`config.mk`:
```
export PLATFORM = sky130hd
export DESIGN_NAME = gsv_cordic_cell
export DESIGN_NICKNAME = d
export VERILOG_FILES = /design/src/rtl/gsv_pkg.sv /design/src/rtl/gsv_cordic_cell.sv
export SDC_FILE = /design/constraint.sdc
export NUM_CORES = 1
export LEC_CHECK = 0
export BUFFER_PORTS_ARGS = -buffer_cell sky130_fd_sc_hd__buf_2
export CELL_PAD_IN_SITES_DETAIL_PLACEMENT = 0
export CELL_PAD_IN_SITES_GLOBAL_PLACEMENT = 1
export CORE_ASPECT_RATIO = 0.75
export CORE_MARGIN = 2
export CORE_UTILIZATION = 43
export DETAILED_ROUTE_END_ITERATION = 16
export GPL_ROUTABILITY_DRIVEN = 1
export PLACE_DENSITY_LB_ADDON = 0.1
export RECOVER_POWER = 100
export SYNTH_ARGS = -nofsm -noshare
export SYNTH_HDL_FRONTEND = slang
export SYNTH_SLANG_ARGS = --single-unit
```
`constraint.sdc`:
```
create_clock -name clk -period 6.82 [get_ports clk]
set_input_delay 0.341 -clock clk [delete_from_list [all_inputs] [get_ports clk]]
set_output_delay 0.341 -clock clk [all_outputs]
set_load 0.1 [all_outputs]
```
`src/rtl/gsv_pkg.sv`:
```
`default_nettype none
package gsv_pkg;

  localparam int EARTH_RADIUS_M = 6371000;
  localparam int STATION_X_RST  = 6371000;
  localparam int MASK_W         = 18;
  localparam int MASK_RST       = 10240;
  localparam int ELEV_LIMIT     = 92160;

  localparam int DIV_STEPS    = 30;
  localparam int MAG_W        = DIV_STEPS + 1;
  localparam int COS_W        = MAG_W + 1;
  localparam int SQ_W         = 2 * MAG_W;
  localparam int CORDIC_STEPS = 23;
  localparam int CORDIC_XW    = 34;
  localparam int CORDIC_ZW    = 26;

  localparam int ATAN_TAB [CORDIC_STEPS] = '{
    2949120, 1740967, 919879, 466945, 234379, 117285, 58666, 29335,
    14668, 7334, 3667, 1833, 917, 458, 229, 115, 57, 29, 14, 7, 4, 2, 1
  };

  localparam logic [1:0] CFG_STATION_X = 2'd0;
  localparam logic [1:0] CFG_STATION_Y = 2'd1;
  localparam logic [1:0] CFG_STATION_Z = 2'd2;
  localparam logic [1:0] CFG_ELEV_MASK = 2'd3;

  typedef enum logic [2:0] {
    V_VISIBLE    = 3'd0,
    V_NOT_SAT    = 3'd1,
    V_BEHIND     = 3'd2,
    V_BLOCKED    = 3'd3,
    V_BELOW_MASK = 3'd4
  } verdict_t;

endpackage
`default_nettype wire

```
`src/rtl/gsv_cordic_cell.sv`:
```
`default_nettype none
module gsv_cordic_cell import gsv_pkg::*; #(
  parameter int STEP = 0,
  parameter int SW   = 1
) (
  input  wire logic                        clk,
  input  wire logic signed [CORDIC_XW-1:0] x_i,
  input  wire logic signed [CORDIC_XW-1:0] y_i,
  input  wire logic signed [CORDIC_ZW-1:0] z_i,
  input  wire logic        [SW-1:0]        side_i,
  output logic signed      [CORDIC_XW-1:0] x_o,
  output logic signed      [CORDIC_XW-1:0] y_o,
  output logic signed      [CORDIC_ZW-1:0] z_o,
  output logic             [SW-1:0]        side_o
);

  localparam logic signed [CORDIC_ZW-1:0] ANG = CORDIC_ZW'(ATAN_TAB[STEP]);

  logic signed [CORDIC_XW-1:0] dx, dy, x_nxt, y_nxt;
  logic signed [CORDIC_ZW-1:0] z_nxt;
  logic signed [CORDIC_XW-1:0] x_r, y_r;
  logic signed [CORDIC_ZW-1:0] z_r;
  logic        [SW-1:0]        side_r;

  always_comb begin
    dx = y_i >>> STEP;
    dy = x_i >>> STEP;
    if (y_i > 0) begin
      x_nxt = x_i + dx;
      y_nxt = y_i - dy;
      z_nxt = z_i + ANG;
    end else begin
      x_nxt = x_i - dx;
      y_nxt = y_i + dy;
      z_nxt = z_i - ANG;
    end
  end

  always_ff @(posedge clk) begin
    x_r    <= x_nxt;
    y_r    <= y_nxt;
    z_r    <= z_nxt;
    side_r <= side_i;
  end

  assign x_o    = x_r;
  assign y_o    = y_r;
  assign z_o    = z_r;
  assign side_o = side_r;

endmodule
`default_nettype wire

```
# Yosys cells after proc, flatten, opt, wreduce, memory -nomap -nowiden
# Index checks and enable logic that the tools add are counted.
# op_classes
add_sub_neg	5
magnitude_cmp	1
n_mux	3
# op_table
op	count
2-to-1 mux 34 bit	2
subtractor 34 bit	2
adder 34 bit	1
greater-than comparator 34 x 1 -> 1 bit (second input constant)	1
adder 26 x 23 -> 26 bit (second input constant)	1
2-to-1 mux 26 bit	1
subtractor 26 x 23 -> 26 bit (second input constant)	1
# totals
ff_bits	95
in_bits	96
output_inout_bits	95
wordCells	13

# Longest topological paths before layout
# logic_depth
ltp_word	2
mapped_depth	16
mapped_depth_nobuf	14

# Worst setup path before layout
# Ideal clock, no wire load.
# synth_path
kind	input port to flip-flop
startpoint	input y_i[31]
endpoint	register z_r[25], in the netlist z_o[25]
setup_time_ns	0.120
arrival_time_ns	3.333
required_ns	6.700
path_slack_ns	3.367
cell_stages	16
n_path_buf	3
path_cell_list	nor4_1 nand4_1 nor2_1 a21o_1 clkbuf_1 buf_2 clkbuf_1 ha_1 a21o_1 a21oi_1 o21bai_1 a21oi_1 o21ai_0 a21o_1 a21oi_1 xnor2_1
# synth_via
elab_chain_len	2
# synth_lines
item	line	rtl
from (decl)	gsv_cordic_cell.sv:8	input wire logic signed [CORDIC_XW-1:0] y_i,
greater-than comparator 34 x 1 -> 1 bit	gsv_cordic_cell.sv:28	if (y_i > 0) begin
2-to-1 mux 26 bit	gsv_cordic_cell.sv:28	
net z_nxt[25]	gsv_cordic_cell.sv:20	logic signed [CORDIC_ZW-1:0] z_nxt;
to (signal assigned)	gsv_cordic_cell.sv:42	z_r <= z_nxt;
to (decl)	gsv_cordic_cell.sv:22	logic signed [CORDIC_ZW-1:0] z_r;
# The timed path passes the listed nets, and every way through them passes these cells.

# Final worst setup path
# layout_path
startpoint	input y_i[4]
endpoint	register z_r[25], in the netlist z_o[25]
# Same word-level chain as after synthesis.

==> qor.yml <==
status:
  outcome: "finished with violations"
  failed_checks: "max-capacitance violations, max-slew violations"
power_and_ir_drop:
  power_switching_uw: 1568
  power.share.clock_pct: 19.2
  p_int_uw: 1208
  power_frac_comb_pct: 55.8
  peakVddDrop_mv: 0.1792
  p_seq_share_pct: 25.0
  switching_share_pct: 56.48
  leakage_uw: 0.004213
  power_density_nw_per_um2: 298.6
  p_total_uw: 2776
synth:
  synth.area.top_cells: "dfxtp_1 (23%), ha_1 (17%), a21oi_1 (8.2%)"
  yosys.cell_types.count: 64
  ys_ff_latch: 94
  postSynthAreaPerCell_sq_um: 7.731
  yosysWarningCount: 0
  synth_edf_count: 0
  synth_area_leader_cell: "dfxtp_1"
  synth-seq-area-share_pct: 23.29
  synth_area_sq_um: 8079
  yosys_most_used_dff: "dfxtp_1"
  synthesis.nets: 1252
  synthArstFlopShare_pct: 0
  syn_inst: 1045
  yosys.area.top_type_share_pct: 23.29
sta:
  rsz0062_at_grt: "false"
  fmax_mhz: 216.1
  holdWs_ns: 0.06476
  drv_slew: 61
  period_share_pct: 67.85
  worst_slew_pin_slew_ns: 2.765
  finalSetupTns_ns: 0
  finalHoldViolCount: 0
  fin_crit_ns: 4.628
  finalSetupViolations: 0
  slew_headroom_pct: -84.33
clock_network:
  clk_path_buf_depth: 2
  cts_buffers: 9
  hold_buffers: 0
  post_cts_buffers: 0
  path_clk_slew_ns: 0.08
  root_buffer: "clkbuf_16"
  cts_sinks: 94
  tritoncts: "yes"
  post_cts_resized: 0
  htreeDepth: 3
worst_setup_path:
  cp-end-kind: "register"
  path_class: "in -> reg"
  cp.required_ns: 7.06
  critPathLaunchType: "input pin"
  arrival_ns: 4.87
  cp_max_fo: 56
  cp-startpoint: "y_i[4]"
floorplan:
  coreArea_sq_um: 18450
  fp.dieH_um: 122.7
  die_x_um: 162.3
  rows: 43
  initial_core_util_pct: 43.78
  die_area_sq_um: 19910
  io_pins: 191
finish:
  final_cells: 1453
  nFillCells: 1923
  syn2layout_area_growth_pct: 15.05
  drive_gt1_share_pct: 10.37
  nets: 1407
  final_area_sq_um: 9295
grt:
  grt_max_degree: 60
  grt_pass1_wl_um: 40100
  antenna_found_initial: 2
  first_global_vias: 7174
  overflow: 0
  grtUsageTotal_pct: 26.01
flow_run:
  cap_violations: 2
detailed_routing:
  wl_met2_um: 10700
  first_pass_iters: 6
  wl_um: 26420
  drc_errors: 0
  ant_nets: 0
  routedWlPerCell_um: 18.18
  vias_per_cell: 5.524
  drt_iter0_drc: 862
  met1_length_um: 13030
  highest_layer: "met5"
  met3RoutedLength_um: 2259
  num_vias: 8027
placement:
  dpl.hpwl_um: 20940
  dp.cells: 1436
  place.gp.congestion: 0.9205
  port_buffers: 190
  place_area_sq_um: 9145
hold_path:
  min_path_type: "in -> reg"
  min_path_cells: 1
  hold_start: "side_i"
-- flip-flops by register name, summed over array words and instances, names as in the netlist --
signal,count
x_o,34
side_o,1
z_o,26
y_o,33
-- logic make-up after synthesis --
group / count (synthesis) / synth area share [%]
AO/OA/AOI/OAI: 349 / 27.32
XOR/XNOR: 75 / 8.131
adder cells (fa/ha/maj): 111 / 17.56
buffers and inverters: 155 / 7.573
flip-flops: 94 / 23.29
multiplexers: 14 / 1.734
AND/OR/NAND/NOR: 247 / 14.39
-- layout by cell type, fill, tap and decap left out, types with 56 or more instances in the layout --
cell	n
a21oi_1	132
ha_1	107
inv_1	101
clkbuf_1	101
dfxtp_1	94
buf_2	90
nor2_1	88
o21ai_0	75
xnor2_1	66
nand2_1	56
-- power by group through the flow --
stage	logic [uW]	clock network [uW]	registers [uW]
2_1_floorplan	461	0	1520
3_3_place_gp	1580	0	699
3_5_place_dp	1570	0	702
4_1_cts	1580	547	690
5_1_grt	1630	567	703
6_report	1550	533	693
-- stage by stage --
stage               util [%]  setup slack [ns]
finish                 50.37             2.192
detailed placement     49.56             2.973
CTS                    51.20             3.333
global placement       49.56             2.934
global route           50.36             1.798
floorplan                  -             3.367
-- final timing paths --
| path | end |
|---|---|
| max | z_o[25] |
| min | side_o |
-- synthesized netlist by cell type, drive strengths merged (4+ instances only) --
cell and instances:
or2 5, nand4 12, or3 8, nand3 16
inv 103, fa 4, o31ai 15, a211o 6
xnor2 66, or4 4, nand2 56, clkbuf 26
nor4 12, o211ai 14, a21oi 133, o21a 10
buf 22, nor2 88, clkinv 4, a31oi 8
nor2b 14, nor3 19, nand2b 9, a211oi 6
o21ai 77, a21boi 4, mux2i 14, a311oi 4
a21o 22, dfxtp 94, xor2 9, o21bai 22
ha 107
-- critical path, cell delays in order --
cell	delay, ns
clkbuf_1	0.12
nor4_1	0.65
nand4_1	0.19
nor2_1	0.14
a21o_1	0.59
inv_1	0.26
clkbuf_1	1.10
ha_1	0.80
nand2_1	0.07
o21ai_0	0.26
a21o_1	0.16
a21oi_1	0.07
xnor2_1	0.13
-- metal layers --
metal / vias up / track usage (%)
met3: 29 / 4.360
met5: - / 0
met1: 3700 / 39.58
li1: 3944 / -
met4: 2 / 6.527
met2: 352 / 37.69
-- area by class of cell --
| class | instances | area, sq um | share of cell area [%] |
|---|---|---|---|
| multi-input cells | 796 | 5560 | 59.82 |
| inverters | 107 | 401.6 | 4.321 |
| well taps | 247 | 309.0 | 3.325 |
| repair buffers | 192 | 837.1 | 9.005 |
| clock inverters | 7 | 77.57 | 0.8346 |
| diodes | 1 | 2.502 | 0.02692 |
| clock buffers | 9 | 225.2 | 2.423 |
| flip-flops and latches | 94 | 1882 | 20.24 |
No activity file was read; power rests on OpenSTA's default activity.
