[src/rtl/gsv_pkg.sv]
`default_nettype none
package gsv_pkg;

  localparam int EARTH_RADIUS_M = 6371000;
  localparam int STATION_X_RST  = 6371000;
  localparam int MASK_W         = 18;
  localparam int MASK_RST       = 10240;
  localparam int ELEV_LIMIT     = 92160;

  localparam int DIV_STEPS    = 30;
  localparam int MAG_W        = DIV_STEPS + 1;
  localparam int COS_W        = MAG_W + 1;
  localparam int SQ_W         = 2 * MAG_W;
  localparam int CORDIC_STEPS = 23;
  localparam int CORDIC_XW    = 34;
  localparam int CORDIC_ZW    = 26;

  localparam int ATAN_TAB [CORDIC_STEPS] = '{
    2949120, 1740967, 919879, 466945, 234379, 117285, 58666, 29335,
    14668, 7334, 3667, 1833, 917, 458, 229, 115, 57, 29, 14, 7, 4, 2, 1
  };

  localparam logic [1:0] CFG_STATION_X = 2'd0;
  localparam logic [1:0] CFG_STATION_Y = 2'd1;
  localparam logic [1:0] CFG_STATION_Z = 2'd2;
  localparam logic [1:0] CFG_ELEV_MASK = 2'd3;

  typedef enum logic [2:0] {
    V_VISIBLE    = 3'd0,
    V_NOT_SAT    = 3'd1,
    V_BEHIND     = 3'd2,
    V_BLOCKED    = 3'd3,
    V_BELOW_MASK = 3'd4
  } verdict_t;

endpackage
`default_nettype wire

[src/rtl/gsv_div_cell.sv]
`default_nettype none
module gsv_div_cell import gsv_pkg::*; #(
  parameter int DW    = 56,
  parameter int LANES = 2,
  parameter int SW    = 1
) (
  input  wire logic                 clk,
  input  wire logic [DW:0]          rem_i [LANES],
  input  wire logic [DIV_STEPS-1:0] quo_i [LANES],
  input  wire logic [DW-1:0]        den_i [LANES],
  input  wire logic [SW-1:0]        side_i,
  output logic      [DW:0]          rem_o [LANES],
  output logic      [DIV_STEPS-1:0] quo_o [LANES],
  output logic      [DW-1:0]        den_o [LANES],
  output logic      [SW-1:0]        side_o
);

  logic [DW:0]          twice   [LANES];
  logic [DW:0]          rem_nxt [LANES];
  logic [DIV_STEPS-1:0] quo_nxt [LANES];
  logic [DW:0]          rem_r   [LANES];
  logic [DIV_STEPS-1:0] quo_r   [LANES];
  logic [DW-1:0]        den_r   [LANES];
  logic [SW-1:0]        side_r;

  always_comb begin
    for (int l = 0; l < LANES; l++) begin
      twice[l] = {rem_i[l][DW-1:0], 1'b0};
      if (twice[l] >= {1'b0, den_i[l]}) begin
        rem_nxt[l] = twice[l] - {1'b0, den_i[l]};
        quo_nxt[l] = {quo_i[l][DIV_STEPS-2:0], 1'b1};
      end else begin
        rem_nxt[l] = twice[l];
        quo_nxt[l] = {quo_i[l][DIV_STEPS-2:0], 1'b0};
      end
    end
  end

  always_ff @(posedge clk) begin
    rem_r  <= rem_nxt;
    quo_r  <= quo_nxt;
    den_r  <= den_i;
    side_r <= side_i;
  end

  assign rem_o  = rem_r;
  assign quo_o  = quo_r;
  assign den_o  = den_r;
  assign side_o = side_r;

endmodule
`default_nettype wire

[config.mk]
export PLATFORM = sky130hd
export DESIGN_NAME = gsv_div_cell
export DESIGN_NICKNAME = d
export VERILOG_FILES = /design/src/rtl/gsv_pkg.sv /design/src/rtl/gsv_div_cell.sv
export SDC_FILE = /design/constraint.sdc
export NUM_CORES = 1
export LEC_CHECK = 0
export ABC_AREA = 0
export BUFFER_PORTS_ARGS = -buffer_cell sky130_fd_sc_hd__buf_2
export CORE_AREA = 5 5 223 225
export DETAILED_ROUTE_END_ITERATION = 6
export DIE_AREA = 0 0 228 230
export GPL_ROUTABILITY_DRIVEN = 0
export GPL_TIMING_DRIVEN = 0
export PLACE_DENSITY = 0.58
export SLEW_MARGIN = 20
export SYNTH_ARGS = -nofsm -noshare
export SYNTH_HDL_FRONTEND = slang
export SYNTH_SLANG_ARGS = --single-unit
[constraint.sdc]
create_clock -name clk -period 5.5 [get_ports clk]
set_input_delay 1.1 -clock clk [delete_from_list [all_inputs] [get_ports clk]]
set_output_delay 1.1 -clock clk [all_outputs]
set_load 0.02 [all_outputs]
# After elaboration in Yosys (flattened, before gate mapping)
# Index checks and enable logic that the tools add are counted.
word_totals:
  input_bits: 288
  wordCells: 17
  regBits: 287
  output_inout_bits: 287
classes:
  add_sub_neg: 2
  n_lt_le_gt_ge: 2
  n_mux: 4
op_table:
  columns: ["cell", "count"]
  rows:
  - ["$ge 57x56->1", 2]
  - ["$mux 57", 2]
  - ["$sub 57x56->57", 2]
  - ["$mux 1", 2]

# Longest topological paths before layout
# Gate-level depths: netlist of the first run.
logic_depth:
  depth_word: 2
  depth_mapped: 14
  mapped_depth_nobuf: 12

# Worst setup path before layout of the first run
# OpenSTA, ideal clock, no wires.
synth_timing:
  kind: "input to register"
  start: "input den_i[86] in the netlist's numbering"
  end: "register rem_r, in the netlist rem_o[59]"
  n_path_buf: 2
  arrival_ns: 3.648
  path_stages: 14
  setup_slack_ns: 1.731
  path_cell_list: "inv_1 ha_1 buf_2 a21o_1 a21o_1 a221oi_2 o21ai_1 a221o_1 nand3_2 inv_2 nor3_4 inv_2 buf_6 mux2_4"
synth_rtl:
  columns: ["element", "line_no", "rtl"]
  rows:
  - ["from (decl)", "gsv_div_cell.sv:10", "input wire logic [DW-1:0] den_i [LANES],"]
  - ["to (signal assigned)", "gsv_div_cell.sv:40", "rem_r <= rem_nxt;"]
  - ["to (decl)", "gsv_div_cell.sv:21", "logic [DW:0] rem_r [LANES];"]

==> results of run 1 <==
## kinds of logic (layout without fill, tap and decap cells)
group                      after synthesis  in the layout  share of synthesized area
AOI/OAI and AO/OA                      485            485                      0.208
and+or+nand+nor                        475            475                      0.155
DFF                                    287            287                      0.389
buffers and inverters                  216            845                     0.0578
adders and majority gates              114            114                     0.0976
xor gates and xnor gates                80             80                     0.0474
muxes                                   46             46                     0.0442
other                                    0              3                          0
## registers in the layout (all words and copies together), names as in the netlist
| name | cells |
|---|---|
| rem_o | 114 |
| den_o | 112 |
| quo_o | 60 |
| side_o | 1 |
## power by group through the flow
stage                     Clock [W]  Combinational (W)  Sequential [W]
final                       0.00221            0.00192         0.00239
after global routing        0.00238            0.00208         0.00242
after CTS                   0.00228            0.00193         0.00240
after detailed placement          0            0.00192         0.00244
after global placement            0            0.00191         0.00243
after floorplan                   0           0.000895         0.00276
## layout make-up
cell class	instances	area [sq um]	area share
Clock inverter	11	95.1	0.00488
Antenna cell	3	7.51	0.000385
Multi-Input combinational cell	1200	8170	0.419
Sequential cell	287	5750	0.295
Timing Repair Buffer	570	2850	0.146
Tap cell	615	769	0.0395
Inverter	150	563	0.0289
Clock buffer	48	995	0.0510
Buffer	66	290	0.0149
## worst max-delay path by stage
stage | endpoint | slack [ns] | cells after the start
floorplan | rem_o[59] | 1.73 | 14
global placement | rem_o[50] | 0.29 | 14
detailed placement | rem_o[50] | 0.25 | 14
CTS | rem_o[50] | 0.81 | 14
global route | rem_o[51] | 0.61 | 14
finish | rem_o[51] | 0.78 | 14
## through the flow
step	worst slack (ns)	instance area (sq um)
floorplan	1.73	14800
CTS	0.807	19500
finish	0.776	19500
global placement	0.291	18400
detailed placement	0.250	18400
global route	0.609	19500
## placed cells by master (no fill, tap or decap), types with 14 or more instances in the layout
master | netlist | final
o21ai_0 | 110 | 110
o21a_1 | 17 | 17
o21bai_1 | 28 | 28
and3_1 | 17 | 17
mux2_4 | 37 | 37
dfxtp_1 | 287 | 287
clkbuf_1 | 52 | 58
a21o_1 | 50 | 50
nor2_1 | 106 | 106
xor2_1 | 36 | 36
ha_1 | 112 | 112
nand3_1 | 29 | 29
inv_1 | 148 | 148
nand2_1 | 166 | 166
o31ai_1 | 27 | 27
buf_2 | 10 | 580
nand4_1 | 51 | 51
xnor2_1 | 44 | 44
nand2b_1 | 15 | 15
a31oi_1 | 14 | 14
clkbuf_16 | 0 | 35
a21oi_1 | 141 | 141
nor3_1 | 28 | 28
## routing by layer
metal,track usage,share of wire,vias to the layer above
li1,-,-,7222
met1,0.211,0.37,6915
met3,0.0542,0.074,126
met4,0.0597,0.028,18
met5,0,0.0017,-
met2,0.388,0.52,630
## critical path, stage by stage
cell	delay, ns
buf_2	0.13
inv_1	0.05
ha_1	0.28
nor2b_1	0.14
o31a_1	0.29
o311ai_1	0.57
nand4_1	0.39
a311oi_2	0.45
o32ai_1	0.18
o22ai_2	0.46
buf_2	0.43
buf_2	0.38
nand2_1	0.11
o31ai_1	0.13
==> summary.md, run 1 <==
| Metric | Value |
|---|---|
| Outcome | `completed` |
| Syn_nets | `between 2000 and 2500` |
| CTS resizes | `0` |
| Post-DR wirelength/cell | `approximately 19 um` |
| Most numerous cell in the Yosys netlist | `dfxtp_1` |
| Ratio of cells with drive above 1 in the final layout | `0.300` |
| Global-route wire length before repair | `84.6 mm` |
| Area delta synth->final | `32.0%` |
| Final Max Tran Viols | `0` |
| Die area | `approximately 52000 sq um` |
| Die height | `230 um` |
| Post-route insts no fill | `2950` |
| Rows | `80` |
| Final Hold Vio Count | `0` |
| Placed Cells incl. Taps | `between 2000 and 3000` |
| Clock group share of total power | `0.339` |
| Drc violations | `0` |
| Initial antenna violation count | `13` |
| CP Launch Point | `den_i[1]` |
| Port Buffers | `570` |
| Worst Hold Launch | `quo_i[35]` |
| CTS tree | `yes` |
| Main flop type after synthesis | `dfxtp_1` |
| Fin Hold WS | `approximately 0.67 ns` |
| Mapped cell area | `approximately 15000 sq um` |
| PnR Total Power | `approximately 0.0065 W` |
| Worst Path Required | `between 5 and 6 ns` |
| Fin crit share | `0.859` |
| Post-CTS setup buffer count | `0` |
| Hold path cells | `1` |
| Die width | `roughly 230 um` |
| Io pins | `575` |
| Synth cell types | `between 70 and 80` |
| Clock buffer depth | `3` |
| HPWL Detailed | `46.7 mm` |
| Sw frac | `0.332` |
| Clock net sink count | `roughly 290` |
| Fin crit period | `4.72 ns` |
| Type of origin of the critical path | `primary input` |
| Yosys top cell by area | `dfxtp_1` |
| Asr flop ratio synth | `0` |
| Final setup vio count | `0` |
| Mapped Cells | `approximately 1700` |
| Post-synthesis sequential area ratio | `0.389` |
| Drt via density | `a little over 5` |
| P_leak | `just under 10 nW` |
| Worst-Margin Slew | `between 0.9 and 1 ns` |
| Worst vdd ir | `approximately 0.00028 V` |
| WHS Endpoint | `quo_o[36]` |
| Crit Path Category | `primary input to flip-flop` |
| All-Layer GR Usage | `0.200` |
| ANT nets after route | `0` |
| Total grt overflow | `0` |
| Max cap viols | `0` |
| DRT Pass-1 Iters | `6` |
| P_sw | `about 0.0022 W` |
| Slew HR | `0.366` |
| Register share of total power | `0.367` |
| Avg Inst Size Synth | `just under 9 sq um` |
| CTS root buffer | `clkbuf_16` |
| CTS Buf Count | `34` |
| Logic pwr share | `0.294` |
| Power Dens Cells | `roughly 330 nW/um^2` |
| Pint | `0.00436 W` |
| Initial Util | `0.312` |
| RSZ-0062 raised after global routing | `no` |
| Number of global-route vias before repair | `between 10000 and 15000` |
| Hold WC Path Type | `primary input to flip-flop` |
| Largest net degree at the start of global routing | `15` |
| H-tree level count | `2` |
| Core area | `around 47000 sq um` |
| Most frequent cells after synthesis | `287 x dfxtp_1, 166 x nand2_1, 148 x inv_1` |
| Total Wirelength | `around 56 mm` |
| Register bit total from synthesis | `approximately 290` |
| Crit path capture type | `flip-flop` |
| Crit Path Max Fanout | `10` |
| Clock-pin slew on the worst setup and hold paths | `about 0.07 ns` |
| DR iter-0 viols | `between 900 and 1000` |
| Fill count | `slightly below 5000` |
| Sum of negative setup slack | `0 ns` |
| Total number of vias | `between 10000 and 15000` |
| # hold bufs at CTS | `0` |
| Critical Path AT | `around 5.1 ns` |
| Final design utilization | `0.412` |
| Net count, final | `2711` |
| EDFF count, synth | `0` |
| Fmax | `between 200 and 250 MHz` |
| Area contributors post-synth | `dfxtp_1 39%, ha_1 9.5%, a21oi_1 4.8%` |
| Synth top area share | `0.389` |
| YS warnings | `0` |
No activity file was read; power rests on OpenSTA's default activity.
==> run 2, diff against run 1 <==
--- a/config.mk
+++ b/config.mk
@@ -7,12 +7,12 @@
 export LEC_CHECK = 0
 export ABC_AREA = 0
 export BUFFER_PORTS_ARGS = -buffer_cell sky130_fd_sc_hd__buf_2
-export CORE_AREA = 5 5 223 225
+export CORE_AREA = 2 2 226 228
 export DETAILED_ROUTE_END_ITERATION = 6
 export DIE_AREA = 0 0 228 230
 export GPL_ROUTABILITY_DRIVEN = 0
 export GPL_TIMING_DRIVEN = 0
-export PLACE_DENSITY = 0.58
+export PLACE_DENSITY = 0.56
 export SLEW_MARGIN = 20
 export SYNTH_ARGS = -nofsm -noshare
 export SYNTH_HDL_FRONTEND = slang
==> summary.md, run 2 (synthesized netlist as in run 1, its figures left out) <==
| Metric | Value |
|---|---|
| Outcome | `completed` |
| Power Dens Cells | `approximately 330 nW/um^2` |
| Fmax | `around 210 MHz` |
| Worst vdd ir | `about 0.00027 V` |
| Net count, final | `2708` |
| Fin crit share | `0.879` |
| Rows | `about 80` |
| Post-DR wirelength/cell | `roughly 18 um` |
| Hold WC Path Type | `primary input to flip-flop` |
| Total Wirelength | `54.3 mm` |
| # hold bufs at CTS | `0` |
| Crit path capture type | `flip-flop` |
| Number of global-route vias before repair | `~15000` |
| Register share of total power | `0.377` |
| P_leak | `~9.6 nW` |
| Global-route wire length before repair | `81.6 mm` |
| Final design utilization | `0.390` |
| Worst-Margin Slew | `between 0.9 and 1 ns` |
| Post-CTS setup buffer count | `0` |
| ANT nets after route | `0` |
| Logic pwr share | `0.300` |
| Clock net sink count | `about 290` |
| H-tree level count | `1` |
| CTS Buf Count | `31` |
| Total number of vias | `about 15000` |
| Drc violations | `0` |
| Clock buffer depth | `3` |
| Io pins | `575` |
| Slew HR | `0.359` |
| RSZ-0062 raised after global routing | `no` |
| Final setup vio count | `0` |
| Most common cell after layout, fill and taps aside | `buf_2` |
| Fin Hold WS | `slightly above 0.6 ns` |
| Pre-CTS setup slack | `roughly 0.064 ns` |
| Total grt overflow | `0` |
| DRT Pass-1 Iters | `5` |
| Final Hold Vio Count | `0` |
| Largest net degree at the start of global routing | `17` |
| Placed inst area | `18500 sq um` |
| Area delta synth->final | `31.8%` |
| Critical Path AT | `5.26 ns` |
| Cell area after layout | `about 19000 sq um` |
| Crit Path Category | `primary input to flip-flop` |
| All-Layer GR Usage | `0.196` |
| Die area | `approximately 52000 sq um` |
| Initial antenna violation count | `6` |
| Final Max Tran Viols | `0` |
| Ratio of cells with drive above 1 in the final layout | `0.299` |
| Most frequent cells in the layout | `580 x buf_2, 287 x dfxtp_1, 166 x nand2_1` |
| Pint | `0.00422 W` |
| Core area | `49900 sq um` |
| Clock group share of total power | `0.323` |
| Die width | `~230 um` |
| Die height | `230 um` |
| P_sw | `about 0.0021 W` |
| Number of flip-flops in the largest register | `~110` |
| Sum of negative setup slack | `0 ns` |
| Worst setup margin | `about 0.67 ns` |
| CTS tree | `yes` |
| Max cap viols | `0` |
| Fin crit period | `between 4 and 5 ns` |
| Crit Path Max Fanout | `10` |
| Type of origin of the critical path | `primary input` |
| Clock-pin slew on the worst setup and hold paths | `about 0.06 ns` |
| HPWL Detailed | `around 45 mm` |
| Initial Util | `0.296` |
| Port Buffers | `570` |
| Drt via density | `4.90` |
| CTS resizes | `0` |
| Worst Path Required | `approximately 5.9 ns` |
| DR iter-0 viols | `between 900 and 1000` |
| CTS root buffer | `clkbuf_16` |
| Sw frac | `0.337` |
[run 2: changes by cell type in the layout (fill, tap and decap cells not counted)]
| cell | previous run | this run |
|---|---|---|
| inv_6 | 4 | 3 |
| clkinvlp_4 | 0 | 1 |
| clkbuf_8 | 7 | 3 |
| clkinv_4 | 0 | 2 |
| clkbuf_16 | 35 | 31 |
| bufinv_16 | 1 | 2 |
| inv_16 | 0 | 1 |
[run 2: path summary, 6_finish.rpt]
check,startpoint,end,depth (start not counted)
worst max-delay path,den_i[1],rem_o[50],14
worst min-delay path,quo_i[52],quo_o[53],1
[run 2: metal layers]
layer  vias to the layer above  track usage  wire length [um]
met4                         2       0.0537              1440
met1                      6829        0.214             20800
met3                        83       0.0392              3560
li1                       7226            -                 -
met5                         -            0                13
met2                       569        0.381             28500
[run 2: final cells by class]
class | instances | area (sq um)
fillers | 5204 | 30400
clock buffers | 40 | 840
plain buffers | 66 | 290
clock inverters | 15 | 161
multi-input cells | 1200 | 8170
inverters | 150 | 563
flip-flops and latches | 287 | 5750
repair buffers | 570 | 2850
diodes | 3 | 7.51
well taps | 672 | 841
[run 2: critical path, stage by stage]
cell and delay (ns):
buf_2 0.15, inv_1 0.06, ha_1 0.28, nor2b_1 0.15
o31a_1 0.30, o311ai_1 0.56, nand4_1 0.38, a311oi_2 0.50
o32ai_1 0.21, o22ai_2 0.47, buf_2 0.43, buf_2 0.42
nand2_1 0.11, o41ai_1 0.11
[run 2: power by group through the flow]
stage,registers (W),clock network [W],logic [W]
after detailed placement,0.00244,0,0.00191
after global routing,0.00242,0.00221,0.00207
after floorplan,0.00276,0,0.000895
after global placement,0.00244,0,0.00190
final,0.00240,0.00206,0.00191
after CTS,0.00240,0.00214,0.00192
[run 2: through the flow]
stage,power [W],std cells
3_5_place_dp,0.00435,2945
4_1_cts,0.00646,3000
3_3_place_gp,0.00434,2945
2_1_floorplan,0.00366,1703
5_1_grt,0.00671,3002
6_report,0.00637,3003
