==> config.mk <==
export PLATFORM = sky130hd
export DESIGN_NAME = gsv_sqrt_cell
export DESIGN_NICKNAME = d
export VERILOG_FILES = /design/src/rtl/gsv_sqrt_cell.sv
export SDC_FILE = /design/constraint.sdc
export NUM_CORES = 1
export LEC_CHECK = 0
export BUFFER_PORTS_ARGS = -buffer_cell sky130_fd_sc_hd__clkbuf_2
export CAP_MARGIN = 25
export CORE_ASPECT_RATIO = 1.25
export CORE_UTILIZATION = 45
export DETAILED_ROUTE_END_ITERATION = 6
export GPL_TIMING_DRIVEN = 0
export PLACE_DENSITY_LB_ADDON = 0.3
export SLEW_MARGIN = 20
export SYNTH_ARGS = -nofsm -noshare
export SYNTH_HDL_FRONTEND = slang
export SYNTH_SLANG_ARGS = --single-unit
==> constraint.sdc <==
create_clock -name clk -period 5.2 [get_ports clk]
set_clock_uncertainty 0.2 [all_clocks]
set_input_delay 0.78 -clock clk [delete_from_list [all_inputs] [get_ports clk]]
set_output_delay 0.78 -clock clk [all_outputs]
set_load 0.005 [all_outputs]
==> src/rtl/gsv_sqrt_cell.sv <==
`default_nettype none
module gsv_sqrt_cell #(
  parameter int RW    = 58,
  parameter int STEP  = 0,
  parameter int LANES = 1,
  parameter int SW    = 1
) (
  input  wire logic          clk,
  input  wire logic [RW-1:0] rem_i  [LANES],
  input  wire logic [RW-1:0] root_i [LANES],
  input  wire logic [SW-1:0] side_i,
  output logic      [RW-1:0] rem_o  [LANES],
  output logic      [RW-1:0] root_o [LANES],
  output logic      [SW-1:0] side_o
);

  localparam logic [RW:0] BIT = (RW+1)'(1) << (2 * STEP);

  logic [RW:0]   trial    [LANES];
  logic [RW-1:0] rem_nxt  [LANES];
  logic [RW-1:0] root_nxt [LANES];
  logic [RW-1:0] rem_r    [LANES];
  logic [RW-1:0] root_r   [LANES];
  logic [SW-1:0] side_r;

  always_comb begin
    for (int l = 0; l < LANES; l++) begin
      trial[l] = {1'b0, root_i[l]} + BIT;
      if ({1'b0, rem_i[l]} >= trial[l]) begin
        rem_nxt[l]  = rem_i[l] - trial[l][RW-1:0];
        root_nxt[l] = (root_i[l] >> 1) + BIT[RW-1:0];
      end else begin
        rem_nxt[l]  = rem_i[l];
        root_nxt[l] = root_i[l] >> 1;
      end
    end
  end

  always_ff @(posedge clk) begin
    rem_r  <= rem_nxt;
    root_r <= root_nxt;
    side_r <= side_i;
  end

  assign rem_o  = rem_r;
  assign root_o = root_r;
  assign side_o = side_r;

endmodule
`default_nettype wire

## Word level (Yosys, flattened, before mapping)

Cells that the tools add are included.

- Add/sub/neg operators: 3
- Magnitude comparators: 1
- Muxes and demuxes: 2

Operators with widths:

| operator | count |
|---|---|
| 58-bit by 1-bit adder with 59-bit output (second input constant) | 1 |
| 58-bit by 59-bit >= comparator with 1-bit output | 1 |
| 57-bit by 1-bit adder with 58-bit output (second input constant) | 1 |
| 58-bit two-way mux | 1 |
| 58-bit subtractor | 1 |
| 57-bit two-way mux | 1 |

- Flip-flop bits (word level): 117
- Input port bits: 118
- Output and inout port bits: 117

## Depth between registers and ports, before layout

Gate-level depths: netlist of run 1.

- Depth after elaboration: 3
- Mapped depth: 24
- Mapped depth without buffers: 19

## Least setup slack after synthesis of run 1

Ideal clock, no wire load.

- Path kind: input to register
- Start: input root_i[3] (netlist bit)
- End: register root_r, in the netlist root_o[17]
- Library setup time: 0.072 ns
- Arrival time: 4.925 ns
- Setup slack: 0.003 ns
- Stages on the path: 23
- Buffers on the path: 5
- Cell sequence: buf_2 -> and3_1 -> nand2_1 -> nor2_1 -> nand3_1 -> nor3_1 -> and3_1 -> buf_2 -> and2_1 -> nand2_1 -> xnor2_1 -> ha_1 -> clkbuf_1 -> nand4_1 -> nor2_1 -> a41o_1 -> a211oi_1 -> a211o_1 -> a21o_1 -> buf_6 -> buf_6 -> nor4_4 -> xor2_1

RTL lines:

| item | line | text |
|---|---|---|
| from (decl) | 10 | `input wire logic [RW-1:0] root_i [LANES],` |
| to (signal assigned) | 41 | `root_r <= root_nxt;` |
| to (decl) | 23 | `logic [RW-1:0] root_r [LANES];` |

==> summary.txt, run 1 <==
Clocking
  – Post-CTS Hold Buffers: 0
  – Depth of the CTS H-tree: 4
  – CTS tree: yes
  – Max clock buf depth: 2
  – CTS sink cnt: 117
  – Reg clk slew, reported paths: 60 ps
  – TritonCTS Buffers: 17
  – Root Buffer: clkbuf_16

Synth
  – Synth Flop Type: dfxtp_1
  – Mapped Area: 0.008832 mm²
  – Most area-consuming cells after synthesis: dfxtp_1, xnor2_1, ha_1, xor2_1, nand2_1
  – #FFs+latches synth: 117
  – Seq/Total Area, Yosys: 0.2652
  – Avg Inst Size Synth: 7.789 µm²
  – Synth Warn #: 0
  – Post-Synthesis Cells: 1134
  – Share of the synthesized area in the top cell type: 0.2652
  – Distinct cells, synth: 65
  – Most frequent cell after synthesis: nand2_1
  – Synth async-reset ratio: 0
  – Number of flops mapped to enable cells by yosys: 0
  – Syn nets: 1313
  – Commonest cells in the netlist: nand2_1, dfxtp_1, xnor2_1
  – Synth area leader: dfxtp_1

Die
  – Die W: 127.3 µm
  – DIE AREA: 0.02020 mm²
  – Core area: 0.01899 mm²
  – Initial core utilization: 0.4651
  – Rows: 56
  – Die Ht: 158.6 µm
  – Boundary pin count: 235

Timing
  – Fin crit share: 0.9779
  – Worst Tran Pin Value: 783.4 ps
  – Hold Vio Cnt, Final: 0
  – Max Freq: 196.7 MHz
  – Slew headroom: 0.4746
  – Min Hold Slack: 241.6 ps
  – Final setup viols: 0
  – Min cycle time layout: 5085 ps
  – Final Max Tran Viols: 0

Critical path
  – Worst setup EP type: register
  – Top Family by Delay on Critical Path: simple AND/OR/NAND/NOR gates
  – Most used cell, CP: nand2_1
  – Worst path slowest cell: ha_2
  – CP max stage delay: 450 ps
  – Worst path required time: 5350 ps
  – Worst path bufs/invs: 3
  – CP arrival: 5230 ps
  – Setup CP Type: input port to register
  – Cell Chain, Critical Path: buf_2 > and3_2 > nand2_1 > nor2_4 > nand3_4 > nor3_4 > nand2_1 > nor3_2 > xnor2_1 > ha_2 > and3_1 > nand2_1 > nor3_4 > a41o_1 > a211oi_2 > a211o_1 > a21o_1 > buf_6 > buf_8 > nor4_4 > xor2_1
  – Maximum fanout along the worst path: 10
  – Crit path launch type: input port

Detailed routing
  – Drc violations: 0
  – Vias per cell: 5.732
  – WL per Instance: 19.66 µm
  – DRT Pass-1 Iters: 5
  – DR vias: 9618
  – Iteration-0 DRC count of the detailed router: 796
  – Antenna-violating nets left: 0
  – Post-Route WL: 32990 µm

Final layout
  – Layout fillers: 1781
  – Nets: 1582
  – Area growth from synthesis to final layout: 31.19%
  – FF+latch area: 0.002342 mm²
  – Final cell count without fillers: 1678
  – Layout cell share with drive strength beyond 1: 0.2811
  – Area of the multi-input gates: 0.006492 mm²

Placed design
  – HPWL after DPL: 26070 µm
  – Port Buffers: 227
  – Cells after DPL: 1623
  – RePlAce Congestion: 0.9491

GRT
  – GRT Total Usage: 0.3243
  – Vias in the first global route: 9084
  – Pin count of the biggest net entering global routing: 17
  – Remaining Overflow, GRT: 0
  – First-pass GRT wire length: 49330 µm
  – Initial antenna violation count: 1

Run
  – Max cap viols: 0

Hold path
  – Worst hold path class: input port to register

Pwr
  – Power share of the clock group: 0.406
  – Int Pwr: 2.335 mW
  – Switching portion of total power: 0.3237
  – Worst vdd ir: 0.0002103 V
  – Pwr dens: 298.0 mW/mm²
  – Reg power frac: 0.301
  – Combinational share of power: 0.294
  – Leak: 5.163 nW
  – Net switching power: 1.118 mW

Status
  – Status: complete, no violations
==> through the flow <==
stage | setup WS [ps] | utilization | instance area, µm² | TNS, ps | total power, mW
final | 115.1 | 0.6102 | 11590 | 0 | 3.453
after global routing | -67.63 | 0.6102 | 11590 | -333.4 | 3.592
after CTS | 2.633 | 0.5944 | 11290 | 0 | 3.418
after detailed placement | -1664 | 0.5429 | 10310 | -167460 | 2.015
after global placement | -1884 | 0.5422 | 10290 | -192890 | 2.015
after floorplan | 3.288 | - | 8832 | 0 | 1.646
==> state kept, by name (all words and copies together) (netlist names) <==
| register | count |
|---|---|
| root_o | 58 |
| side_o | 1 |
| rem_o | 58 |
==> logic make-up (layout without fill, tap and decap cells) <==
family,after synthesis,count (layout),synth area share
AND/OR/NAND/NOR,459,459,0.2588
AO/OA/AOI/OAI,261,261,0.1809
XOR/XNOR,164,164,0.1626
flip-flops,117,117,0.2652
buffers and inverters,69,351,0.04179
adder cells (fa/ha/maj),61,61,0.08726
multiplexers,3,3,0.003400
other,0,1,0
==> final timing paths <==
check / start / end / slack (ps) / depth (start not counted)
max: root_i[3] / root_o[17] / 120 / 21
min: side_i / side_o / 240 / 1
==> layout by cell type, fill, tap and decap left out, drive strengths merged, types with 8 or more instances in the layout <==
cell type and count:
a211oi 9, a21o 24, a21oi 74, and2 11, and3 32, buf 61
clkbuf 257, dfxtp 117, ha 60, inv 22, nand2 162, nand3 61
nand4 42, nor2 72, nor3 38, nor4 8, o211ai 9, o21ai 91
o21bai 9, xnor2 87, xor2 77
==> power by group through the flow <==
stage | Sequential [mW] | Combinational, mW | Clock (mW)
5_1_grt | 1.05 | 1.11 | 1.44
3_5_place_dp | 1.06 | 0.957 | 0
6_report | 1.04 | 1.01 | 1.40
2_1_floorplan | 1.07 | 0.573 | 0
4_1_cts | 1.04 | 0.979 | 1.40
3_3_place_gp | 1.06 | 0.958 | 0
==> final cells by class <==
type / instances / share of cell area
Clock buffer: 18 / 0.03790
Antenna cell: 1 / 0.0002160
Clock inverter: 14 / 0.02127
Tap cell: 261 / 0.02818
Timing Repair Buffer: 256 / 0.1175
Multi-Input combinational cell: 948 / 0.5603
Buffer: 44 / 0.02635
Inverter: 19 / 0.006155
Sequential cell: 117 / 0.2021
==> layer usage <==
| layer | vias to the layer above | share of wire | GRT usage |
|---|---|---|---|
| met5 | - | 0 | 0 |
| met4 | 0 | 0.053 | 0.1865 |
| met3 | 110 | 0.066 | 0.05410 |
| met2 | 472 | 0.49 | 0.5714 |
| met1 | 4431 | 0.39 | 0.3708 |
| li1 | 4605 | - | - |
==> repair_timing <==
item	CTS	global route
setup buffers	14	13
gates cloned	0	1
setup endpoints to repair	116	116
gates resized for setup	40	54
pin swaps	16	20
(Power assumes the default switching activity.)
==> run 2: changes to the inputs <==
CORE_MARGIN = 4   (was not set)
==> run 2 against run 1 <==
Compared with the run above:
- power is 5.5% lower
- core utilization fell by 1.6 points
- sequential cell count unchanged
==> summary.txt, run 2 (synthesized netlist as in run 1, its figures left out) <==
Final layout
  – Design area: 0.01152 mm² (-0.58%)
  – Commonest non-fill, non-tap cell in the layout: clkbuf_2
  – Final cell count without fillers: 1681 (+0.18%)
  – Area growth from synthesis to final layout: 30.43%
  – Post-layout util: 0.5938 (-0.01639)
  – Layout cell share with drive strength beyond 1: 0.2806 (-0.0005081)
  – Commonest non-fill, non-tap cells in the layout: clkbuf_2, nand2_1, dfxtp_1
  – Nets: 1581 (-0.063%)

Die
  – Rows: 57 (+1.8%)
  – Die W: 133.3 µm (+4.7%)
  – DIE AREA: 0.02195 mm² (+8.7%)
  – Core area: 0.01940 mm² (+2.2%)
  – Boundary pin count: 235 (unchanged)
  – Initial core utilization: 0.4553 (-0.009840)
  – Die Ht: 164.6 µm (+3.8%)

Clocking
  – Max clock buf depth: 2 (unchanged)
  – CTS sink cnt: 117 (unchanged)
  – Depth of the CTS H-tree: 4 (unchanged)
  – CTS tree: yes
  – Post-CTS Hold Buffers: 0 (unchanged)
  – TritonCTS Buffers: 17 (unchanged)
  – Root Buffer: clkbuf_16
  – Reg clk slew, reported paths: 50 ps (about the same)

GRT
  – GR met3 Demand/Resource: 0.06612 (+0.01202)
  – Vias in the first global route: 9355 (+3.0%)
  – Remaining Overflow, GRT: 0 (unchanged)
  – First-pass GRT wire length: 50030 µm (+1.4%)
  – GRT met1 Usage: 0.3321 (-0.03871)
  – Met2 GRT Util: 0.5062 (-0.06519)
  – Grt peak-use layer: met2
  – Initial antenna violation count: 2 (+1)
  – Pin count of the biggest net entering global routing: 17 (unchanged)
  – GRT Total Usage: 0.2943 (-0.03005)

Critical path
  – Worst path slowest cell: ha_1
  – CP max stage delay: 360 ps (-90 ps)
  – Worst setup EP type: register
  – CP arrival: 5260 ps (+30 ps)
  – Worst setup path endpoint: rem_o[40]
  – Most used cell, CP: buf_6
  – Crit. Startpoint: root_i[12]
  – Maximum fanout along the worst path: 10 (unchanged)
  – Setup CP Type: input port to register
  – Worst path required time: 5290 ps (-60 ps)
  – Cell Chain, Critical Path: buf_2 > and2_4 > buf_6 > and3_4 > nand3_4 > nor3_4 > nand3_1 > nor2_4 > nand3_1 > xor2_1 > ha_1 > nand2_1 > o21ai_0 > a221oi_1 > o21ai_0 > o21ai_2 > a21o_1 > buf_6 > buf_8 > buf_6 > nand2_1 > o31ai_1
  – Crit path launch type: input port

Detailed routing
  – Iteration-0 DRC count of the detailed router: 915 (+15%)
  – WL per Instance: 20.14 µm (+2.4%)
  – DR vias: 9865 (+2.6%)
  – Drc violations: 0 (unchanged)
  – Post-Route WL: 33860 µm (+2.6%)
  – Vias per cell: 5.869 (+2.4%)
  – Antenna-violating nets left: 0 (unchanged)
  – DRT Pass-1 Iters: 5 (unchanged)

Hold path
  – Worst hold path class: input port to register

Timing
  – Min cycle time layout: 5164 ps (+79.24 ps)
  – Final setup viols: 0 (unchanged)
  – Slew headroom: 0.4646 (-0.01000)
  – Hold Vio Cnt, Final: 0 (unchanged)
  – Fin crit share: 0.9931 (+0.01524)
  – Max Freq: 193.6 MHz (-1.5%)
  – RSZ-0062 raised after global routing: true
  – Setup TNS: 0 ps (unchanged)
  – Worst Tran Pin Value: 798.3 ps (+14.92 ps)
  – Final Max Tran Viols: 0 (unchanged)

Status
  – Status: complete, no violations

Placed design
  – Placed instance area: 0.01031 mm² (about the same)
  – Port Buffers: 227 (unchanged)
  – Cells after DPL: 1627 (+0.25%)
  – RePlAce Congestion: 0.9700 (+2.2%)
  – HPWL after DPL: 26380 µm (+1.2%)

Pwr
  – Final Power: 3.263 mW (-5.5%)
  – Leak: 5.115 nW (-0.93%)
  – Pwr dens: 283.2 mW/mm² (-4.9%)
  – Worst vdd ir: 0.0001998 V (-5.0%)

Run
  – Max cap viols: 0 (unchanged)
-- run 2: changes by cell type in the layout (fill, tap and decap cells not counted), moves of 4 or more --
cell,previous run,this run
clkinv_2,0,4
ha_4,2,6
buf_2,19,15
bufinv_16,6,2
o21ai_1,57,53
xnor2_1,82,86
o21ai_0,33,37
xnor2_2,5,1
-- run 2: what timing repair did --
action,CTS,global route
buffers inserted,7,20
resized for setup,37,58
pin swaps,9,24
setup endpoints to repair,116,116
-- run 2: worst max-delay path: cells and delay by family --
kind	cells	cell delay [ps]
AO/OA/AOI/OAI	6	1410
adder cells (fa/ha/maj)	1	360
buffers and inverters	5	920
XOR/XNOR	1	260
AND/OR/NAND/NOR	9	1500
-- run 2: metrics by stage --
step / setup slack (ps) / hold slack (ps)
5_1_grt: -70.02 / 258.2
6_report: 35.88 / 253.9
3_5_place_dp: -1694 / 690.3
4_1_cts: 3.126 / 252.5
3_3_place_gp: -2123 / 687.4
2_1_floorplan: 3.288 / 607.7
-- run 2: where the power goes --
group	internal, mW	switching (mW)	total, mW
clock	0.729	0.467	1.20
sequential	1.01	0.0297	1.04
combinational	0.413	0.615	1.03
total	2.15	1.11	3.26
-- run 2: final cells by class --
type | count | area (µm²)
Clock inverter | 12 | 128.9
Antenna cell | 1 | 2.502
Inverter | 19 | 71.32
Clock buffer | 20 | 456.7
Fill cell | 1832 | 7879
Tap cell | 265 | 331.6
Timing Repair Buffer | 255 | 1353
Sequential cell | 117 | 2342
Multi-Input combinational cell | 948 | 6521
Buffer | 44 | 312.8
-- run 2: how the worst min path moves through the flow --
stage                       from     end  slack, ps  depth (start not counted)
after floorplan           side_i  side_o        610                          0
after detailed placement  side_i  side_o        690                          1
after global routing      side_i  side_o        260                          1
after CTS                 side_i  side_o        250                          1
final                     side_i  side_o        250                          1
after global placement    side_i  side_o        690                          1
-- run 2: metal layers --
| metal | wire, µm | part of all wire | up-vias |
|---|---|---|---|
| met2 | 16290 | 0.48 | 581 |
| met1 | 12600 | 0.37 | 4545 |
| li1 | - | - | 4596 |
| met5 | 10 | 0.00030 | - |
| met3 | 2935 | 0.087 | 141 |
| met4 | 2031 | 0.060 | 2 |
==> run 3: changes to the inputs <==
ABC_AREA = 1   (was not set)
==> run 3 against run 2 <==
Compared with the run above:
- sequential power grew 7%
- clock-buffer cell count grew 2
- core utilization shrank 4.7 points
- die area grew 31%
- area after synthesis grew 33%
- sequential share of layout area shrank 3.6 points
- cell area grew 21%
- final cell count grew 61%
- first-iteration DRC count grew 21%
- global-route usage grew 4.1 points
- synthesized cell count grew 87%
- clock power grew 5%
- critical endpoint is now root_o[44]
- highest routed layer is now met4
==> summary.txt, run 3 <==
Placed design
  – RePlAce Congestion: 0.9959 (+2.7%)
  – Port Buffers: 223 (-1.8%)
  – Dpl ws: -474.6 ps (+1219 ps)
  – HPWL after DPL: 42750 µm (+62%)

Pwr
  – Leak: 8.183 nW (+60%)
  – Final Power: 3.789 mW (+16%)
  – Pwr dens: 271.3 mW/mm² (-4.2%)
  – Worst vdd ir: 0.0002317 V (+16%)

GRT
  – Remaining Overflow, GRT: 0 (unchanged)
  – GRT Total Usage: 0.3357 (+0.04143)
  – Initial antenna violation count: 0 (-2)
  – Pin count of the biggest net entering global routing: 17 (unchanged)
  – Vias in the first global route: 13080 (+40%)
  – First-pass GRT wire length: 74800 µm (+50%)

Timing
  – RSZ-0062 raised after global routing: false
  – Hold Vio Cnt, Final: 0 (unchanged)
  – Worst Tran Pin Value: 765.2 ps (-33.05 ps)
  – Fin crit share: 0.9564 (-0.03665)
  – Min Hold Slack: 252.3 ps (-1.621 ps)
  – Slew headroom: 0.4859 (+0.02132)
  – Max Freq: 201.1 MHz (+3.8%)
  – Final Max Tran Viols: 0 (unchanged)
  – Min cycle time layout: 4974 ps (-190.6 ps)
  – Final setup viols: 0 (unchanged)
  – Fin worst setup slack: 226.5 ps (+190.6 ps)

Synth
  – #FFs+latches synth: 117 (unchanged)
  – Synth area leader: nand2_1
  – Commonest cells in the netlist: nand2_1, inv_1, nand3_1
  – Most frequent cell after synthesis: nand2_1
  – Number of flops mapped to enable cells by yosys: 0 (unchanged)
  – Synth Flop Type: dfxtp_1
  – Syn nets: 2295 (+75%)
  – Post-Synthesis Cells: 2116 (+87%)
  – Seq/Total Area, Yosys: 0.1990 (-0.06623)
  – Mapped Area: 0.01177 mm² (+33%)
  – Distinct cells, synth: 35 (-46%)
  – Avg Inst Size Synth: 5.564 µm² (-29%)
  – Synth async-reset ratio: 0 (unchanged)
  – Most area-consuming cells after synthesis: nand2_1, dfxtp_1, inv_1, nand3_1, xor2_1
  – Synth Warn #: 0 (unchanged)
  – Share of the synthesized area in the top cell type: 0.2713 (+0.006143)

Clocking
  – Reg clk slew, reported paths: 50 ps (about the same)
  – CTS sink cnt: 117 (unchanged)
  – TritonCTS Buffers: 17 (unchanged)
  – Max clock buf depth: 2 (unchanged)
  – Depth of the CTS H-tree: 4 (unchanged)
  – Post-CTS Setup Repair Bufs: 0 (-7)
  – Root Buffer: clkbuf_16
  – CTS tree: yes

Detailed routing
  – Antenna-violating nets left: 0 (unchanged)
  – Post-Route WL: 50090 µm (+48%)
  – Vias per cell: 5.169 (-12%)
  – WL per Instance: 18.52 µm (-8.0%)
  – Drc violations: 0 (unchanged)
  – DR vias: 13980 (+42%)
  – Iteration-0 DRC count of the detailed router: 1106 (+21%)
  – DRT Pass-1 Iters: 5 (unchanged)

Final layout
  – FF+latch area: 0.002342 mm² (unchanged)
  – Area growth from synthesis to final layout: 18.63%
  – N_diodes: 0 (-1)
  – Layout fillers: 2788 (+52%)
  – Commonest non-fill, non-tap cell in the layout: nand2_1
  – Post-layout util: 0.5469 (-0.04696)
  – Area of the multi-input gates: 0.007849 mm² (+20%)
  – Layout cell share with drive strength beyond 1: 0.1537 (-0.1269)
  – Commonest non-fill, non-tap cells in the layout: nand2_1, inv_1, clkbuf_2
  – Nets: 2537 (+60%)

Critical path
  – Maximum fanout along the worst path: 10 (unchanged)
  – Setup CP Type: input port to register
  – Worst path required time: 5370 ps (+80 ps)
  – Crit path launch type: input port
  – CP arrival: 5140 ps (-120 ps)
  – Worst setup EP type: register

Die
  – DIE AREA: 0.02883 mm² (+31%)
  – Boundary pin count: 235 (unchanged)
  – Core area: 0.02554 mm² (+32%)
  – Rows: 65 (+14%)
  – Initial core utilization: 0.4610 (+0.005698)
  – Die Ht: 188.8 µm (+15%)
  – Die W: 152.7 µm (+15%)

Hold path
  – Worst hold path class: input port to register
  – WHS Path Cells: 1 (unchanged)

Run
  – Max cap viols: 0 (unchanged)

Status
  – Status: complete, no violations
run 3: cell types whose count changed in the layout (fill, tap and decap cells not counted), moves of 23 or more:
cell     before  now
and3_1       27    3
xnor2_1      86   18
inv_2         0   23
nand2_1     160  851
o21ai_1      53    2
buf_4        27    0
nand3_1      57  201
nor2_1       66  173
o21ai_0      37    8
inv_1        19  333
run 3: metrics by stage:
step / area [µm²] / std cells / setup TNS (ps)
after detailed placement: 13310 / 2674 / -41500
after floorplan: 11770 / 2116 / 0
after CTS: 13910 / 2704 / 0
after global routing: 13970 / 2704 / 0
after global placement: 13310 / 2674 / -41420
final: 13970 / 2704 / 0
run 3: report_power, final:
group | internal (mW) | leakage, nW | switching (mW)
sequential | 1.06 | 0.986 | 0.0454
combinational | 0.493 | 6.91 | 0.931
clock | 0.787 | 0.292 | 0.471
run 3: cell families (layout without fill, tap and decap cells):
kind of cell	after synthesis	count (layout)	share of synthesized area
AND/OR/NAND/NOR	1342	1342	0.4779
buffers and inverters	408	661	0.1391
flip-flops	117	117	0.1990
XOR/XNOR	115	115	0.08556
AO/OA/AOI/OAI	71	71	0.03125
adder cells (fa/ha/maj)	61	61	0.06547
multiplexers	2	2	0.001701
run 3: path summary, 6_finish.rpt:
kind	from	endpoint	slack, ps
worst min-delay path	side_i	side_o	250
worst max-delay path	root_i[2]	root_o[44]	230
run 3: repair_timing:
item	in CTS	in global routing
gates resized for setup	1	14
setup endpoints to repair	10	116
hold buffers	0	0
run 3: worst max-delay path, cell delays in order:
cell,delay (ps)
clkbuf_2,170
ha_2,270
nand2_2,150
nor2_2,210
nand2_1,150
nor2_4,260
nand3_1,130
xnor2_1,290
mux2i_1,270
ha_1,460
nand2_1,130
nor2_1,240
nand2_1,140
nor2_2,170
nand2_1,80
o21ai_1,120
nand2_1,60
nand3_1,100
nand2_4,190
nand2_4,230
buf_6,230
buf_6,160
nand2_1,50
nand2_1,70
run 3: layer usage:
layer,global-route usage,up-vias,share of wire
met3,0.04296,125,0.073
met2,0.5552,654,0.46
met5,0,-,0
met4,0.1697,0,0.058
li1,-,6951,-
met1,0.4294,6247,0.41
run 3: cell type report:
class	count	area share
Clock inverter	8	0.008959
Multi-Input combinational cell	1591	0.5620
Sequential cell	117	0.1677
Inverter	356	0.09568
Buffer	52	0.02177
Tap cell	335	0.03001
Clock buffer	22	0.03395
Timing Repair Buffer	223	0.07991
